==> src/rtl/sods_pkg.sv <==
// shared types, constants and helper functions of the sumo opponent drive sequencer
`default_nettype none

package sods_pkg;

    // sensor readings are taken in their low SENSOR_BITS bits
    localparam int SENSOR_BITS = 12;
    localparam int FIELD_W     = 12;
    localparam logic [FIELD_W-1:0] SENSOR_MASK =
        (SENSOR_BITS >= FIELD_W) ? {FIELD_W{1'b1}}
                                 : FIELD_W'((1 << SENSOR_BITS) - 1);

    localparam int RANGE_LANES = 5;
    localparam int LANE_IDX_W  = $clog2(RANGE_LANES);

    // input transaction layout
    localparam int OPCODE_W    = 3;
    localparam int TIME_W      = 32;
    localparam int S_TDATA_W   = 176;
    localparam int LINE_BASE   = 2 * TIME_W;
    localparam int RANGE_BASE  = LINE_BASE + 4 * FIELD_W;

    // result transaction layout
    localparam int DRIVE_W     = 11;
    localparam int M_TDATA_W   = 24;

    // configuration port
    localparam int CFG_INDEX_W = 3;
    localparam int CFG_DATA_W  = 16;

    localparam logic [CFG_INDEX_W-1:0] REG_BEHAVIOR_KIND  = 3'd0;
    localparam logic [CFG_INDEX_W-1:0] REG_TICK_PERIOD    = 3'd1;
    localparam logic [CFG_INDEX_W-1:0] REG_LINE_THRESHOLD = 3'd2;
    localparam logic [CFG_INDEX_W-1:0] REG_RANGE_LIMIT    = 3'd3;
    localparam logic [CFG_INDEX_W-1:0] REG_AUTO_ARM       = 3'd4;
    localparam logic [CFG_INDEX_W-1:0] REG_FLANK_BURST    = 3'd5;

    // opcodes
    localparam logic [OPCODE_W-1:0] OP_TICK   = 3'd0;
    localparam logic [OPCODE_W-1:0] OP_ARM    = 3'd1;
    localparam logic [OPCODE_W-1:0] OP_ARM_DL = 3'd2;
    localparam logic [OPCODE_W-1:0] OP_STOP   = 3'd3;

    // behaviour kinds
    localparam logic [1:0] KIND_STATIC  = 2'd0;
    localparam logic [1:0] KIND_CHARGER = 2'd1;
    localparam logic [1:0] KIND_SPINNER = 2'd2;
    localparam logic [1:0] KIND_FLANK   = 2'd3;

    // drive levels in per-mille
    localparam logic signed [11:0] DRV_ZERO       = 12'sd0;
    localparam logic signed [11:0] DRV_FULL       = 12'sd1000;
    localparam logic signed [11:0] DRV_FLANK_R    = 12'sd400;
    localparam logic signed [11:0] DRV_SPIN_EDGE  = -12'sd600;
    localparam logic signed [11:0] DRV_SPIN       = 12'sd500;
    localparam logic signed [11:0] DRV_BACK       = -12'sd850;
    localparam logic signed [11:0] DRV_TURN       = 12'sd600;
    localparam logic signed [11:0] DRV_PUSH       = 12'sd900;
    localparam logic signed [11:0] DRV_CHARGE     = 12'sd950;
    localparam logic signed [11:0] DRV_SEARCH     = 12'sd450;

    // back-off timing in milliseconds
    localparam logic [15:0] BACK_TURN_MS = 16'd300;
    localparam logic [15:0] BACK_END_MS  = 16'd700;

    // per-lane range result
    typedef struct packed {
        logic               hit;
        logic [FIELD_W-1:0] level;
    } lane_res_t;

    // merged nearest contact
    typedef struct packed {
        logic                  found;
        logic [LANE_IDX_W-1:0] idx;
    } nearest_t;

    function automatic logic [FIELD_W-1:0] sensor_f(input logic [FIELD_W-1:0] raw);
        return raw & SENSOR_MASK;
    endfunction

    // steering offset per range lane, left sixty first
    function automatic logic signed [11:0] turn_f(input logic [LANE_IDX_W-1:0] idx);
        logic signed [11:0] t;
        case (idx)
            3'd0:    t = 12'sd550;
            3'd1:    t = 12'sd275;
            3'd3:    t = -12'sd275;
            3'd4:    t = -12'sd550;
            default: t = 12'sd0;
        endcase
        return t;
    endfunction

    function automatic logic [DRIVE_W-1:0] clamp_f(input logic signed [11:0] v);
        logic signed [11:0] c;
        if (v > DRV_FULL) begin
            c = DRV_FULL;
        end else if (v < -DRV_FULL) begin
            c = -DRV_FULL;
        end else begin
            c = v;
        end
        return c[DRIVE_W-1:0];
    endfunction

endpackage

`default_nettype wire

==> src/rtl/sumo_opponent_drive_sequencer.sv <==
// top level of the sumo opponent drive sequencer: arming, drive choice and output skid
//
//  channel | direction | handshake             | payload
//  s_      | in        | s_tvalid / s_tready   | s_tdata fields, s_tuser opcode
//  m_      | out       | m_tvalid / m_tready   | m_tdata drive pair and armed flag
//  cfg_    | in        | cfg_valid / cfg_ready | cfg_index, cfg_data
//
// one transaction a cycle while s_tready is high; a tick's result is registered into the
// output register, or into the skid entry when the output stalls; a message gives none.
// the whole decision is combinational logic after the five range lanes and their merge.
// reset clears state and configuration to defaults. a two-entry output stage (register
// plus skid) lets input flow on while a result waits; s_tready drops only when both entries are full.
`default_nettype none

module sumo_opponent_drive_sequencer
    import sods_pkg::*;
(
    input  wire logic                   aclk,
    input  wire logic                   aresetn,
    // config write
    input  wire logic                   cfg_valid,
    output logic                        cfg_ready,
    input  wire logic [CFG_INDEX_W-1:0] cfg_index,
    input  wire logic [CFG_DATA_W-1:0]  cfg_data,
    // input stream
    input  wire logic                   s_tvalid,
    output logic                        s_tready,
    // fields from bit 0: time_ms, given_deadline_ms, line_front_left,
    // line_front_right, line_rear_left, line_rear_right, range_left_60,
    // range_left_30, range_center, range_right_30, range_right_60, zero pad
    input  wire logic [S_TDATA_W-1:0]   s_tdata,
    // fields from bit 0: opcode
    input  wire logic [OPCODE_W-1:0]    s_tuser,
    // result stream
    output logic                        m_tvalid,
    input  wire logic                   m_tready,
    // fields from bit 0: left_drive, right_drive, is_armed, zero pad
    output logic [M_TDATA_W-1:0]        m_tdata
);

    // configuration registers
    logic [1:0]         kind_reg;
    logic [9:0]         period_reg;
    logic [FIELD_W-1:0] line_th_reg;
    logic [FIELD_W-1:0] range_lim_reg;
    logic [15:0]        auto_arm_reg;
    logic [15:0]        flank_reg;

    // controller state
    logic               armed_reg, armed_next;
    logic               heard_reg, heard_next;
    logic               dl_set_reg, dl_set_next;
    logic [TIME_W-1:0]  deadline_reg, deadline_next;
    logic [TIME_W:0]    since_reg, since_next;
    logic               backing_reg, backing_next;
    logic [15:0]        elapsed_reg, elapsed_next;

    // output stage
    logic                 m_valid_reg, m_valid_next;
    logic [M_TDATA_W-1:0] m_data_reg, m_data_next;
    logic                 skid_valid_reg, skid_valid_next;
    logic [M_TDATA_W-1:0] skid_data_reg, skid_data_next;

    logic                 in_acc;
    logic                 push;
    logic                 main_free;
    logic [M_TDATA_W-1:0] result;

    // input fields
    logic [OPCODE_W-1:0] opcode;
    logic [TIME_W-1:0]   now;
    logic [TIME_W-1:0]   given_dl;
    logic [FIELD_W-1:0]  line_fl, line_fr, line_rl, line_rr;
    logic [FIELD_W-1:0]  range_rd [RANGE_LANES];

    // derived tick values
    logic                lf, lr;
    logic                dl_hit;
    logic                armed_t;
    logic [TIME_W:0]     since_t;
    logic signed [33:0]  since_diff;
    logic                flank_on;
    logic [TIME_W:0]     dl_sum;
    logic [15:0]         elapsed_base;
    logic [16:0]         elapsed_sum;
    logic [15:0]         elapsed_sat;
    logic signed [11:0]  turn;
    logic signed [11:0]  drv_l, drv_r;

    lane_res_t [RANGE_LANES-1:0] lane_res;
    nearest_t                    near;

    assign opcode   = s_tuser;
    assign now      = s_tdata[TIME_W-1:0];
    assign given_dl = s_tdata[2*TIME_W-1:TIME_W];
    assign line_fl  = s_tdata[LINE_BASE             +: FIELD_W];
    assign line_fr  = s_tdata[LINE_BASE + FIELD_W   +: FIELD_W];
    assign line_rl  = s_tdata[LINE_BASE + 2*FIELD_W +: FIELD_W];
    assign line_rr  = s_tdata[LINE_BASE + 3*FIELD_W +: FIELD_W];

    // range lanes and merge
    for (genvar i = 0; i < RANGE_LANES; i++) begin : g_lane
        assign range_rd[i] = s_tdata[RANGE_BASE + i*FIELD_W +: FIELD_W];
        sods_range_lane u_lane (
            .reading     (range_rd[i]),
            .range_limit (range_lim_reg),
            .result      (lane_res[i])
        );
    end

    sods_nearest_merge u_merge (
        .lanes   (lane_res),
        .nearest (near)
    );

    // handshakes
    assign cfg_ready = 1'b1;
    assign s_tready  = !skid_valid_reg;
    assign in_acc    = s_tvalid && s_tready;
    assign push      = in_acc && (opcode == OP_TICK);
    assign main_free = !m_valid_reg || m_tready;
    assign m_tvalid  = m_valid_reg;
    assign m_tdata   = m_data_reg;

    // configuration writes
    always_ff @(posedge aclk) begin
        if (!aresetn) begin
            kind_reg      <= KIND_CHARGER;
            period_reg    <= 10'd32;
            line_th_reg   <= 12'd400;
            range_lim_reg <= 12'd1190;
            auto_arm_reg  <= 16'd5000;
            flank_reg     <= 16'd350;
        end else if (cfg_valid && cfg_ready) begin
            unique case (cfg_index)
                REG_BEHAVIOR_KIND:  kind_reg      <= cfg_data[1:0];
                REG_TICK_PERIOD:    period_reg    <= cfg_data[9:0];
                REG_LINE_THRESHOLD: line_th_reg   <= cfg_data[FIELD_W-1:0];
                REG_RANGE_LIMIT:    range_lim_reg <= cfg_data[FIELD_W-1:0];
                REG_AUTO_ARM:       auto_arm_reg  <= cfg_data;
                REG_FLANK_BURST:    flank_reg     <= cfg_data;
                default: ;
            endcase
        end
    end

    // edges, arming and timers for the current tick
    assign lf = (sensor_f(line_fl) > line_th_reg) || (sensor_f(line_fr) > line_th_reg);
    assign lr = (sensor_f(line_rl) > line_th_reg) || (sensor_f(line_rr) > line_th_reg);

    assign dl_hit  = !armed_reg && dl_set_reg && (now >= deadline_reg);
    assign since_t = dl_hit ? {1'b0, now} : since_reg;
    assign armed_t = armed_reg || dl_hit
                     || (!heard_reg && (now >= {16'd0, auto_arm_reg}));

    assign since_diff = $signed({2'b00, now}) - $signed({since_t[TIME_W], since_t});
    assign flank_on   = since_diff < $signed({18'd0, flank_reg});

    assign dl_sum = {1'b0, now} + {17'd0, auto_arm_reg};

    assign elapsed_base = (lf && !backing_reg) ? 16'd0 : elapsed_reg;
    assign elapsed_sum  = {1'b0, elapsed_base} + {7'd0, period_reg};
    assign elapsed_sat  = elapsed_sum[16] ? 16'hFFFF : elapsed_sum[15:0];

    assign turn = turn_f(near.idx);

    // next state and drive choice
    always_comb begin
        armed_next    = armed_reg;
        heard_next    = heard_reg;
        dl_set_next   = dl_set_reg;
        deadline_next = deadline_reg;
        since_next    = since_reg;
        backing_next  = backing_reg;
        elapsed_next  = elapsed_reg;
        drv_l         = DRV_ZERO;
        drv_r         = DRV_ZERO;

        if (opcode != OP_TICK) begin
            heard_next = 1'b1;
            if ((opcode == OP_ARM || opcode == OP_ARM_DL) && !armed_reg && !dl_set_reg) begin
                if (opcode == OP_ARM) begin
                    deadline_next = dl_sum[TIME_W] ? {TIME_W{1'b1}} : dl_sum[TIME_W-1:0];
                end else begin
                    deadline_next = given_dl;
                end
                dl_set_next  = 1'b1;
                backing_next = 1'b0;
            end else if (opcode == OP_STOP) begin
                armed_next  = 1'b0;
                dl_set_next = 1'b0;
            end
        end else begin
            armed_next = armed_t;
            since_next = since_t;
            if (armed_t && kind_reg != KIND_STATIC) begin
                if (kind_reg == KIND_FLANK && flank_on && !lf && !lr) begin
                    drv_l = DRV_FULL;
                    drv_r = DRV_FLANK_R;
                end else if (kind_reg == KIND_SPINNER) begin
                    if (lf || lr) begin
                        drv_l = DRV_SPIN_EDGE;
                        drv_r = DRV_SPIN_EDGE;
                    end else begin
                        drv_l = -DRV_SPIN;
                        drv_r = DRV_SPIN;
                    end
                end else if (backing_reg || lf) begin
                    // timed back-off: reverse, then turn on the spot
                    elapsed_next = elapsed_sat;
                    if (elapsed_sat < BACK_TURN_MS) begin
                        drv_l = DRV_BACK;
                        drv_r = DRV_BACK;
                    end else begin
                        drv_l = -DRV_TURN;
                        drv_r = DRV_TURN;
                    end
                    backing_next = !(elapsed_sat > BACK_END_MS);
                end else if (lr) begin
                    drv_l = DRV_PUSH;
                    drv_r = DRV_PUSH;
                end else if (near.found) begin
                    drv_l = DRV_CHARGE - turn;
                    drv_r = DRV_CHARGE + turn;
                end else begin
                    drv_l = -DRV_SEARCH;
                    drv_r = DRV_SEARCH;
                end
            end
        end
    end

    assign result = {1'b0, armed_t, clamp_f(drv_r), clamp_f(drv_l)};

    // state registers
    always_ff @(posedge aclk) begin
        if (!aresetn) begin
            armed_reg    <= 1'b0;
            heard_reg    <= 1'b0;
            dl_set_reg   <= 1'b0;
            deadline_reg <= '0;
            since_reg    <= '1;
            backing_reg  <= 1'b0;
            elapsed_reg  <= '0;
        end else if (in_acc) begin
            armed_reg    <= armed_next;
            heard_reg    <= heard_next;
            dl_set_reg   <= dl_set_next;
            deadline_reg <= deadline_next;
            since_reg    <= since_next;
            backing_reg  <= backing_next;
            elapsed_reg  <= elapsed_next;
        end
    end

    // output register and skid entry
    always_comb begin
        m_valid_next    = m_valid_reg;
        m_data_next     = m_data_reg;
        skid_valid_next = skid_valid_reg;
        skid_data_next  = skid_data_reg;
        if (main_free) begin
            if (skid_valid_reg) begin
                m_valid_next    = 1'b1;
                m_data_next     = skid_data_reg;
                skid_valid_next = push;
                skid_data_next  = result;
            end else begin
                m_valid_next = push;
                m_data_next  = result;
            end
        end else if (push) begin
            skid_valid_next = 1'b1;
            skid_data_next  = result;
        end
    end

    always_ff @(posedge aclk) begin
        if (!aresetn) begin
            m_valid_reg    <= 1'b0;
            skid_valid_reg <= 1'b0;
        end else begin
            m_valid_reg    <= m_valid_next;
            skid_valid_reg <= skid_valid_next;
        end
    end

    always_ff @(posedge aclk) begin
        m_data_reg    <= m_data_next;
        skid_data_reg <= skid_data_next;
    end

    // a waiting skid entry always sits behind a valid output
    a_skid_behind_main: assert property (@(posedge aclk) disable iff (!aresetn)
        skid_valid_reg |-> m_valid_reg)
        else $error("skid entry held without a valid output");

    // a disarmed result never drives the wheels
    a_disarmed_idle: assert property (@(posedge aclk) disable iff (!aresetn)
        (m_valid_reg && !m_data_reg[2*DRIVE_W]) |-> (m_data_reg[2*DRIVE_W-1:0] == '0))
        else $error("wheel drive while disarmed");

    // drive commands stay within full scale
    a_drive_range: assert property (@(posedge aclk) disable iff (!aresetn)
        m_valid_reg |-> ($signed(m_data_reg[DRIVE_W-1:0]) >= -11'sd1000
                         && $signed(m_data_reg[DRIVE_W-1:0]) <= 11'sd1000
                         && $signed(m_data_reg[2*DRIVE_W-1:DRIVE_W]) >= -11'sd1000
                         && $signed(m_data_reg[2*DRIVE_W-1:DRIVE_W]) <= 11'sd1000))
        else $error("drive command beyond full scale");

    // an accepted arm message on a disarmed controller sets the deadline
    a_arm_sets_deadline: assert property (@(posedge aclk) disable iff (!aresetn)
        (in_acc && (opcode == OP_ARM || opcode == OP_ARM_DL) && !armed_reg && !dl_set_reg)
        |=> (dl_set_reg && !backing_reg))
        else $error("arm message did not set the deadline");

    // a stalled output keeps its result
    a_hold_on_stall: assert property (@(posedge aclk) disable iff (!aresetn)
        (m_valid_reg && !m_tready) |=> (m_valid_reg && $stable(m_data_reg)))
        else $error("output result changed under stall");

endmodule

`default_nettype wire

==> src/rtl/sods_range_lane.sv <==
// one range lane: masks a reading and flags a contact below the range limit
`default_nettype none

module sods_range_lane
    import sods_pkg::*;
(
    input  wire logic [FIELD_W-1:0] reading,
    input  wire logic [FIELD_W-1:0] range_limit,
    output lane_res_t               result
);

    logic [FIELD_W-1:0] value;

    // contact when the masked reading is under the limit
    assign value        = sensor_f(reading);
    assign result.level = value;
    assign result.hit   = (value < range_limit);

endmodule

`default_nettype wire

==> src/rtl/sods_nearest_merge.sv <==
// merge of the range lanes: nearest contact, first lane wins on ties
`default_nettype none

module sods_nearest_merge
    import sods_pkg::*;
(
    input  wire lane_res_t [RANGE_LANES-1:0] lanes,
    output nearest_t                         nearest
);

    // strict compare keeps the lowest index on equal distances
    always_comb begin
        logic [FIELD_W-1:0] best;
        nearest.found = 1'b0;
        nearest.idx   = '0;
        best          = '0;
        for (int i = 0; i < RANGE_LANES; i++) begin
            if (lanes[i].hit && (!nearest.found || lanes[i].level < best)) begin
                nearest.found = 1'b1;
                nearest.idx   = LANE_IDX_W'(i);
                best          = lanes[i].level;
            end
        end
    end

endmodule

`default_nettype wire
==> config.mk <==
export PLATFORM = sky130hd
export DESIGN_NAME = sumo_opponent_drive_sequencer
export DESIGN_NICKNAME = d
export VERILOG_FILES = /design/src/rtl/sods_pkg.sv /design/src/rtl/sumo_opponent_drive_sequencer.sv /design/src/rtl/sods_range_lane.sv /design/src/rtl/sods_nearest_merge.sv
export SDC_FILE = /design/constraint.sdc
export NUM_CORES = 1
export LEC_CHECK = 0
export BUFFER_PORTS_ARGS = -buffer_cell sky130_fd_sc_hd__buf_2
export CAP_MARGIN = 20
export CORE_MARGIN = 2
export CORE_UTILIZATION = 65
export DETAILED_ROUTE_END_ITERATION = 10
export GPL_ROUTABILITY_DRIVEN = 0
export GPL_TIMING_DRIVEN = 0
export PLACE_DENSITY_LB_ADDON = 0.3
export SYNTH_ARGS = -nofsm -noshare
export SYNTH_HDL_FRONTEND = slang
export SYNTH_SLANG_ARGS = --single-unit
==> constraint.sdc <==
create_clock -name aclk -period 36.6 [get_ports aclk]
set_input_delay 7.32 -clock aclk [delete_from_list [all_inputs] [get_ports aclk]]
set_output_delay 7.32 -clock aclk [all_outputs]
set_load 0.01 [all_outputs]
==> results of run 1 <==
[cells in the final DEF (no fill, tap or decap), types with 17 or more instances in the layout]
master / n
sky130_fd_sc_hd__a211oi_1: 28
sky130_fd_sc_hd__nor3_1: 47
sky130_fd_sc_hd__edfxtp_1: 46
sky130_fd_sc_hd__and2_1: 17
sky130_fd_sc_hd__nand4_1: 36
sky130_fd_sc_hd__o31ai_1: 17
sky130_fd_sc_hd__nand3_1: 42
sky130_fd_sc_hd__ha_1: 269
sky130_fd_sc_hd__dfxtp_1: 155
sky130_fd_sc_hd__o221ai_1: 26
sky130_fd_sc_hd__a21o_1: 33
sky130_fd_sc_hd__clkbuf_1: 71
sky130_fd_sc_hd__a21oi_1: 229
sky130_fd_sc_hd__a31oi_1: 20
sky130_fd_sc_hd__nor2_1: 127
sky130_fd_sc_hd__clkbuf_16: 25
sky130_fd_sc_hd__o21a_1: 39
sky130_fd_sc_hd__mux2i_1: 48
sky130_fd_sc_hd__o211ai_1: 69
sky130_fd_sc_hd__inv_1: 164
sky130_fd_sc_hd__nand2b_1: 23
sky130_fd_sc_hd__nand2_1: 316
sky130_fd_sc_hd__o21ai_0: 103
sky130_fd_sc_hd__buf_2: 227
sky130_fd_sc_hd__xnor2_1: 36
[path summary, 6_finish.rpt]
check | from | to | slack [ns] | depth (start not counted)
worst max-delay path | s_tdata[121] | m_tdata[1] | 16.22 | 49
worst min-delay path | deadline_reg[9] | deadline_reg[9] | 0.46 | 2
worst max register to register | range_lim_reg[9] | m_tdata[1] | 22.65 | 49
worst min register to register | deadline_reg[9] | deadline_reg[9] | 0.46 | 2
[critical path, delay by kind of cell]
family	cells	cell delay (ns)
compound gates	22	6.12
simple gates	12	2.82
buf+inv	8	2.14
fa+ha+maj	6	1.88
mux	1	0.36
[cells by family after synthesis]
logic type	after synthesis
xor+xnor	50
mux	51
fa+ha+maj	272
buf+inv	250
simple gates	705
other cells	2
flops	201
compound gates	722
[power by group]
group	internal [mW]	switching (mW)	leakage (nW)
Combinational	0.0862	0.140	6.77
Sequential	0.233	0.00325	1.78
Clock	0.169	0.0999	0.435
[metrics by stage]
stage	cell area, µm²	total power, mW	instances	utilization	worst slack [ns]
floorplan	17980	0.3905	2253	-	18.90
global placement	19520	0.4471	2816	0.7223	16.63
detailed placement	19560	0.4579	2818	0.7236	16.09
CTS	20450	0.7245	2862	0.7565	16.54
global route	20450	0.7617	2863	0.7566	15.46
finish	20450	0.7307	2863	0.7566	16.22
[area by class of cell]
class | instances | area [µm²]
fill | 2070 | 6578
clock buffer | 32 | 693.2
clock inverter | 12 | 197.7
antenna | 1 | 2.502
buffer | 85 | 340.3
inverter | 165 | 619.3
multi-input combinational | 1802 | 12540
tap | 341 | 426.7
timing repair buffer | 224 | 1141
sequential | 201 | 4484
[metal layers]
| metal | vias to the layer above | wire, µm |
|---|---|---|
| met4 | 0 | 3454 |
| li1 | 8864 | - |
| met2 | 1105 | 26160 |
| met5 | - | 0 |
| met3 | 250 | 5149 |
| met1 | 8771 | 21300 |
==> qor.csv, run 1 <==
stage,metric,value,unit
detailed_routing,dr_drc_count,0,
worst_setup_path,cp-end-kind,register,
global_routing,grt_pass1_vias,18420,
synth,synth_simple_gate_area_share,0.1822,
synth,post_synth_fa_ha_maj_area_fraction,0.1905,
synth,synth_cells,2253,
floorplan,fp-row-count,60,
sta,hold_fails_final_rpt,0,
clock_network,post_cts_resized,0,
synth,syn-cell-area,0.01798,mm²
final_layout,final_layout_size_suffix_gt1_frac,0.1281,
synth,ys_types,95,
sta,fin_worst_skew,0.01457,ns
sta,worst_pin_slew,1.110,ns
synth,ys_warn_count,0,
sta,slew_viols_final,0,
synth,post-synth-top-area-fraction,0.1872,
synth,yosysMostFrequentCell,sky130_fd_sc_hd__nand2_1,
sta,final_min_period_over_clock_period,0.5567,
synth,synth_nets,2728,
final_layout,area_growth_syn_to_layout,13.71,%
sta,holdWs,0.4560,ns
detailed_routing,detailed_routing_iterations_pass_1,6,
detailed_routing,routed_wire_length,56060,µm
floorplan,die_outline_area,0.02901,mm²
global_routing,grt_antenna_before_repair,1,
worst_hold_path,type_of_the_most_critical_hold_path,reg -> reg,
synth,synth_largest_area_cell,sky130_fd_sc_hd__ha_1,
worst_setup_path,startpoint_type_of_the_worst_setup_path,primary input,
outcome,run_status,"finished, final reports clean",
global_routing,top_usage_layer,met2,
clock_network,cts.sinks,201,
clock_network,hold_buffers,0,
pwr,power.density,35.73,mW/mm²
detailed_routing,wl_cell,19.58,µm
synth,synth_seq_cells,201,
worst_setup_path,required,36.89,ns
synth,postSynthAreaPerCell,7.982,µm²
sta,sum_of_negative_setup_slack,0,ns
worst_setup_path,critPathMostFrequentCell,sky130_fd_sc_hd__ha_1,
clock_network,tritoncts.num_buffers,24,
global_routing,grt_overflow,0,
sta,fmaxAchievable,49.08,MHz
sta,slew-limit-headroom,0.2597,
synth,synth-async-reset-ratio,0,
synth,synth.top_cells.by_count,"sky130_fd_sc_hd__nand2_1 (316), sky130_fd_sc_hd__ha_1 (269), sky130_fd_sc_hd__a21oi_1 (229)",
final_layout,flip_flop_count_of_the_largest_register_all_copies_and_words_added,33,
floorplan,core_area,0.02703,mm²
synth,synth_compound_gate_area_share,0.2712,
clock_network,ctsRootBufferMaster,sky130_fd_sc_hd__clkbuf_16,
global_routing,track_usage,0.3793,
run,max_cap_violations,0,
pwr,worst_ir_drop_vdd,0.00003866,V
synth,seq_total_area_yosys,0.2494,
pwr,power_leakage,8.981,nW
synth,synth_mux_area_frac,0.02860,
sta,setup_viol_count_final,0,
clock_network,clock_tree.buffer_depth,3,
worst_setup_path,timing_worst_setup_path_type,in -> reg,
synth,synth_area_leaders,"sky130_fd_sc_hd__ha_1 (19%), sky130_fd_sc_hd__dfxtp_1 (17%), sky130_fd_sc_hd__edfxtp_1 (7.7%)",
floorplan,ports_placed_on_the_boundary,230,
worst_setup_path,slowest_stage,sky130_fd_sc_hd__nor2_1,
sta,fin_crit,20.38,ns
synth,synth_top_family_by_area,compound AO/OA/AOI/OAI gates,
place,placement.io_buffers,222,
synth,synth-main-ff-cell,sky130_fd_sc_hd__dfxtp_1,
worst_setup_path,critical-path-max-stage-delay,0.60,ns
global_routing,grtUsageMet2,0.6509,
global_routing,largest_net_degree_at_the_start_of_global_routing,23,
worst_setup_path,timing.critical_path.fanout_max,10,
detailed_routing,antenna_violating_nets_post_route,0,
floorplan,floorplan.initialDensity,0.6654,
global_routing,met3_demand_to_capacity_share_in_global_routing,0.06442,
place,hpwlAfterDp,43570,µm
clock_network,clk_pin_slew,0.06,ns
synth,synth_xor_xnor_area_share,0.02435,
detailed_routing,drt-vias-per-instance,6.633,
clock_network,cts_post_setup_buffers_inserted,0,
synth,synth_edf_count,46,
worst_setup_path,timing.critical_path.arrival,20.66,ns
clock_network,cts.htree.levels,1,
clock_network,clkLatencyLatePin,0.53,ns
detailed_routing,drt_iter0_drc,1791,
final_layout,design.final.nets,2978,
floorplan,dieWidth,170.3,µm
global_routing,grt_first_pass_wirelength,89220,µm
floorplan,dieHeight,170.3,µm
detailed_routing,vias,18990,
clock_network,cts_tree,built,
global_routing,globalRouteMet1Util,0.4426,
sta,unrepaired_setup_endpoints_after_global_routing,false,
No activity file was read; power rests on OpenSTA's default activity.
==> run 2, diff against run 1 <==
--- a/config.mk
+++ b/config.mk
@@ -5,10 +5,11 @@
 export SDC_FILE = /design/constraint.sdc
 export NUM_CORES = 1
 export LEC_CHECK = 0
+export ABC_AREA = 1
 export BUFFER_PORTS_ARGS = -buffer_cell sky130_fd_sc_hd__buf_2
 export CAP_MARGIN = 20
 export CORE_MARGIN = 2
-export CORE_UTILIZATION = 65
+export CORE_UTILIZATION = 60
 export DETAILED_ROUTE_END_ITERATION = 10
 export GPL_ROUTABILITY_DRIVEN = 0
 export GPL_TIMING_DRIVEN = 0
==> constraint.sdc (replaced) <==
create_clock -name aclk -period 20.3 [get_ports aclk]
set_input_delay 4.06 -clock aclk [delete_from_list [all_inputs] [get_ports aclk]]
set_output_delay 4.06 -clock aclk [all_outputs]
set_load 0.01 [all_outputs]
==> run 2 against run 1 <==
Against the previous run:
- critical path depth rose by 14
- global-route usage shrank 6.8 points
- clock power grew 58%
- total power grew 63%
- via count down 13%
- clock skew hardly changed
- area after synthesis is 6.6% lower
- largest cell class unchanged
- largest power group is now sequential cells
==> qor.csv, run 2 <==
stage,metric,value,unit
outcome,run_status,"finished, final reports clean",
clock_network,cts.sinks,201,
final_layout,design.final.nets,2955,
floorplan,dieWidth,171.3,µm
floorplan,fp-row-count,61,
global_routing,grt_antenna_before_repair,0,
global_routing,largest_net_degree_at_the_start_of_global_routing,28,
sta,fmaxAchievable,79.10,MHz
synth,synth_largest_area_cell,sky130_fd_sc_hd__ha_1,
sta,unrepaired_setup_endpoints_after_global_routing,false,
floorplan,core_area,0.02771,mm²
clock_network,tritoncts.num_buffers,23,
synth,seq_total_area_yosys,0.2670,
place,dp_cells,2833,
worst_setup_path,timing.critical_path.arrival,12.91,ns
pwr,worst_ir_drop_vdd,0.00005304,V
synth,synth.top_cells.by_count,"sky130_fd_sc_hd__nand2_1 (382), sky130_fd_sc_hd__a21oi_1 (282), sky130_fd_sc_hd__ha_1 (269)",
floorplan,die_outline_area,0.02935,mm²
place,place_area,0.01841,mm²
global_routing,grt_first_pass_wirelength,74390,µm
floorplan,floorplan.initialDensity,0.6063,
synth,ys_types,69,
worst_setup_path,cp-end-kind,register,
clock_network,post_cts_resized,0,
synth,synth_nets,2706,
sta,holdWs,0.4583,ns
floorplan,dieHeight,171.3,µm
worst_setup_path,startpoint_type_of_the_worst_setup_path,primary input,
detailed_routing,vias,16440,
sta,slew-limit-headroom,0.3372,
place,placement.io_buffers,223,
worst_setup_path,required,20.56,ns
final_layout,fin_cells,2874,
clock_network,clk_pin_slew,0.06,ns
synth,ys_warn_count,0,
sta,setup_viol_count_final,0,
global_routing,track_usage,0.3114,
worst_setup_path,timing_worst_setup_path_type,in -> reg,
sta,sum_of_negative_setup_slack,0,ns
worst_setup_path,critical-path-max-stage-delay,0.45,ns
worst_setup_path,timing.critical_path.fanout_max,10,
synth,synth_edf_count,46,
clock_network,cts_tree,built,
synth,syn-cell-area,0.01680,mm²
worst_setup_path,cp_top_family,simple AND/OR/NAND/NOR gates,
clock_network,hold_buffers,0,
final_layout,flip_flop_count_of_the_largest_register_all_copies_and_words_added,33,
synth,post-synth-top-area-fraction,0.2004,
sta,worst_pin_slew,0.9919,ns
floorplan,ports_placed_on_the_boundary,230,
sta,slew_viols_final,0,
final_layout,layout.cells.most_common,sky130_fd_sc_hd__nand2_1,
run,max_cap_violations,0,
pwr,power.density,62.25,mW/mm²
detailed_routing,routed_wire_length,46570,µm
sta,fin_crit,12.64,ns
worst_setup_path,slowest_stage,sky130_fd_sc_hd__a2111oi_0,
global_routing,grt_overflow,0,
synth,synth-async-reset-ratio,0,
synth,yosysMostFrequentCell,sky130_fd_sc_hd__nand2_1,
clock_network,cts_post_setup_buffers_inserted,0,
worst_hold_path,type_of_the_most_critical_hold_path,reg -> reg,
detailed_routing,wl_cell,16.20,µm
final_layout,final_cell_area,0.01916,mm²
sta,final_min_period_over_clock_period,0.6228,
synth,synth_seq_cells,201,
clock_network,cts.htree.levels,1,
final_layout,area_growth_syn_to_layout,14.06,%
detailed_routing,detailed_routing_iterations_pass_1,6,
synth,synth_cells,2231,
global_routing,grt_pass1_vias,15740,
worst_setup_path,rrSetupSlack,10.75,ns
final_layout,final_util,0.6916,
final_layout,final_layout_size_suffix_gt1_frac,0.1494,
worst_setup_path,critPathMostFrequentCell,sky130_fd_sc_hd__nand2_1,
final_layout,final_cell_mix,"sky130_fd_sc_hd__nand2_1 (382), sky130_fd_sc_hd__a21oi_1 (282), sky130_fd_sc_hd__ha_1 (269)",
sta,fin_worst_skew,0.01439,ns
detailed_routing,drt_iter0_drc,1283,
sta,hold_fails_final_rpt,0,
synth,postSynthAreaPerCell,7.529,µm²
place,hpwlAfterDp,37590,µm
clock_network,ctsRootBufferMaster,sky130_fd_sc_hd__clkbuf_16,
detailed_routing,dr_drc_count,0,
synth,synth_area_leaders,"sky130_fd_sc_hd__ha_1 (20%), sky130_fd_sc_hd__dfxtp_1 (18%), sky130_fd_sc_hd__nand2_1 (8.5%)",
synth,synth-main-ff-cell,sky130_fd_sc_hd__dfxtp_1,
pwr,power_leakage,9.173,nW
detailed_routing,drt-vias-per-instance,5.720,
clock_network,clkLatencyLatePin,0.52,ns
final_layout,antenna-diode-count,0,
detailed_routing,antenna_violating_nets_post_route,0,
clock_network,clock_tree.buffer_depth,3,
worst_setup_path,critPathBufInv,7,
==> run 2: final timing paths <==
kind | start | endpoint | cells after the start
worst max-delay path | s_tdata[121] | m_tdata[2] | 63
worst min-delay path | elapsed_reg[3] | elapsed_reg[3] | 2
worst max register to register | range_lim_reg[9] | m_tdata[2] | 63
worst min register to register | elapsed_reg[3] | elapsed_reg[3] | 2
==> run 2: layout make-up <==
class	count	area [µm²]
plain buffers	68	296.5
clock buffers	34	636.9
clock inverters	7	117.6
fillers	2323	8546
inverters	278	1044
multi-input cells	1684	10980
flip-flops and latches	201	4484
well taps	378	473.0
repair buffers	224	1131
==> run 2: through the flow <==
step / setup slack (ns) / power [mW]
after floorplan: 9.031 / 0.6691
after detailed placement: 7.452 / 0.7703
after global routing: 7.080 / 1.256
after CTS: 7.961 / 1.189
final: 7.658 / 1.193
after global placement: 7.536 / 0.7548
==> run 2: power breakdown <==
group	total [mW]	switching (mW)	internal, mW
Combinational	0.342	0.214	0.129
Sequential	0.428	0.00594	0.422
Clock	0.423	0.167	0.255
==> run 2: worst reg2reg max path: cells and delay by family (launching register included) <==
family / cells / cell delay, ns
and+or+nand+nor: 36 / 2.99
AOI/OAI and AO/OA: 14 / 2.72
adders and majority gates: 6 / 1.80
buffers and inverters: 7 / 1.50
DFF: 1 / 0.30
==> run 2: kinds of logic (layout without fill, tap and decap cells) <==
kind of cell             after synthesis  in the layout  synth area share
other                                  2              2         0.0004471
buffers and inverters                346            611           0.07978
adder cells (fa/ha/maj)              272            272            0.2039
AO/OA/AOI/OAI                        641            641            0.2276
multiplexers                          18             18           0.01073
AND/OR/NAND/NOR                      695            695            0.1813
flip-flops                           201            201            0.2670
XOR/XNOR                              56             56           0.02920
==> run 2: metal layers <==
layer	share of wire	routed length (µm)	vias up	GRT usage
li1	-	-	8185	-
met1	0.43	19840	7559	0.3873
met2	0.48	22120	581	0.5465
met3	0.065	3041	114	0.04947
met4	0.033	1559	0	0.1080
met5	0	0	-	0
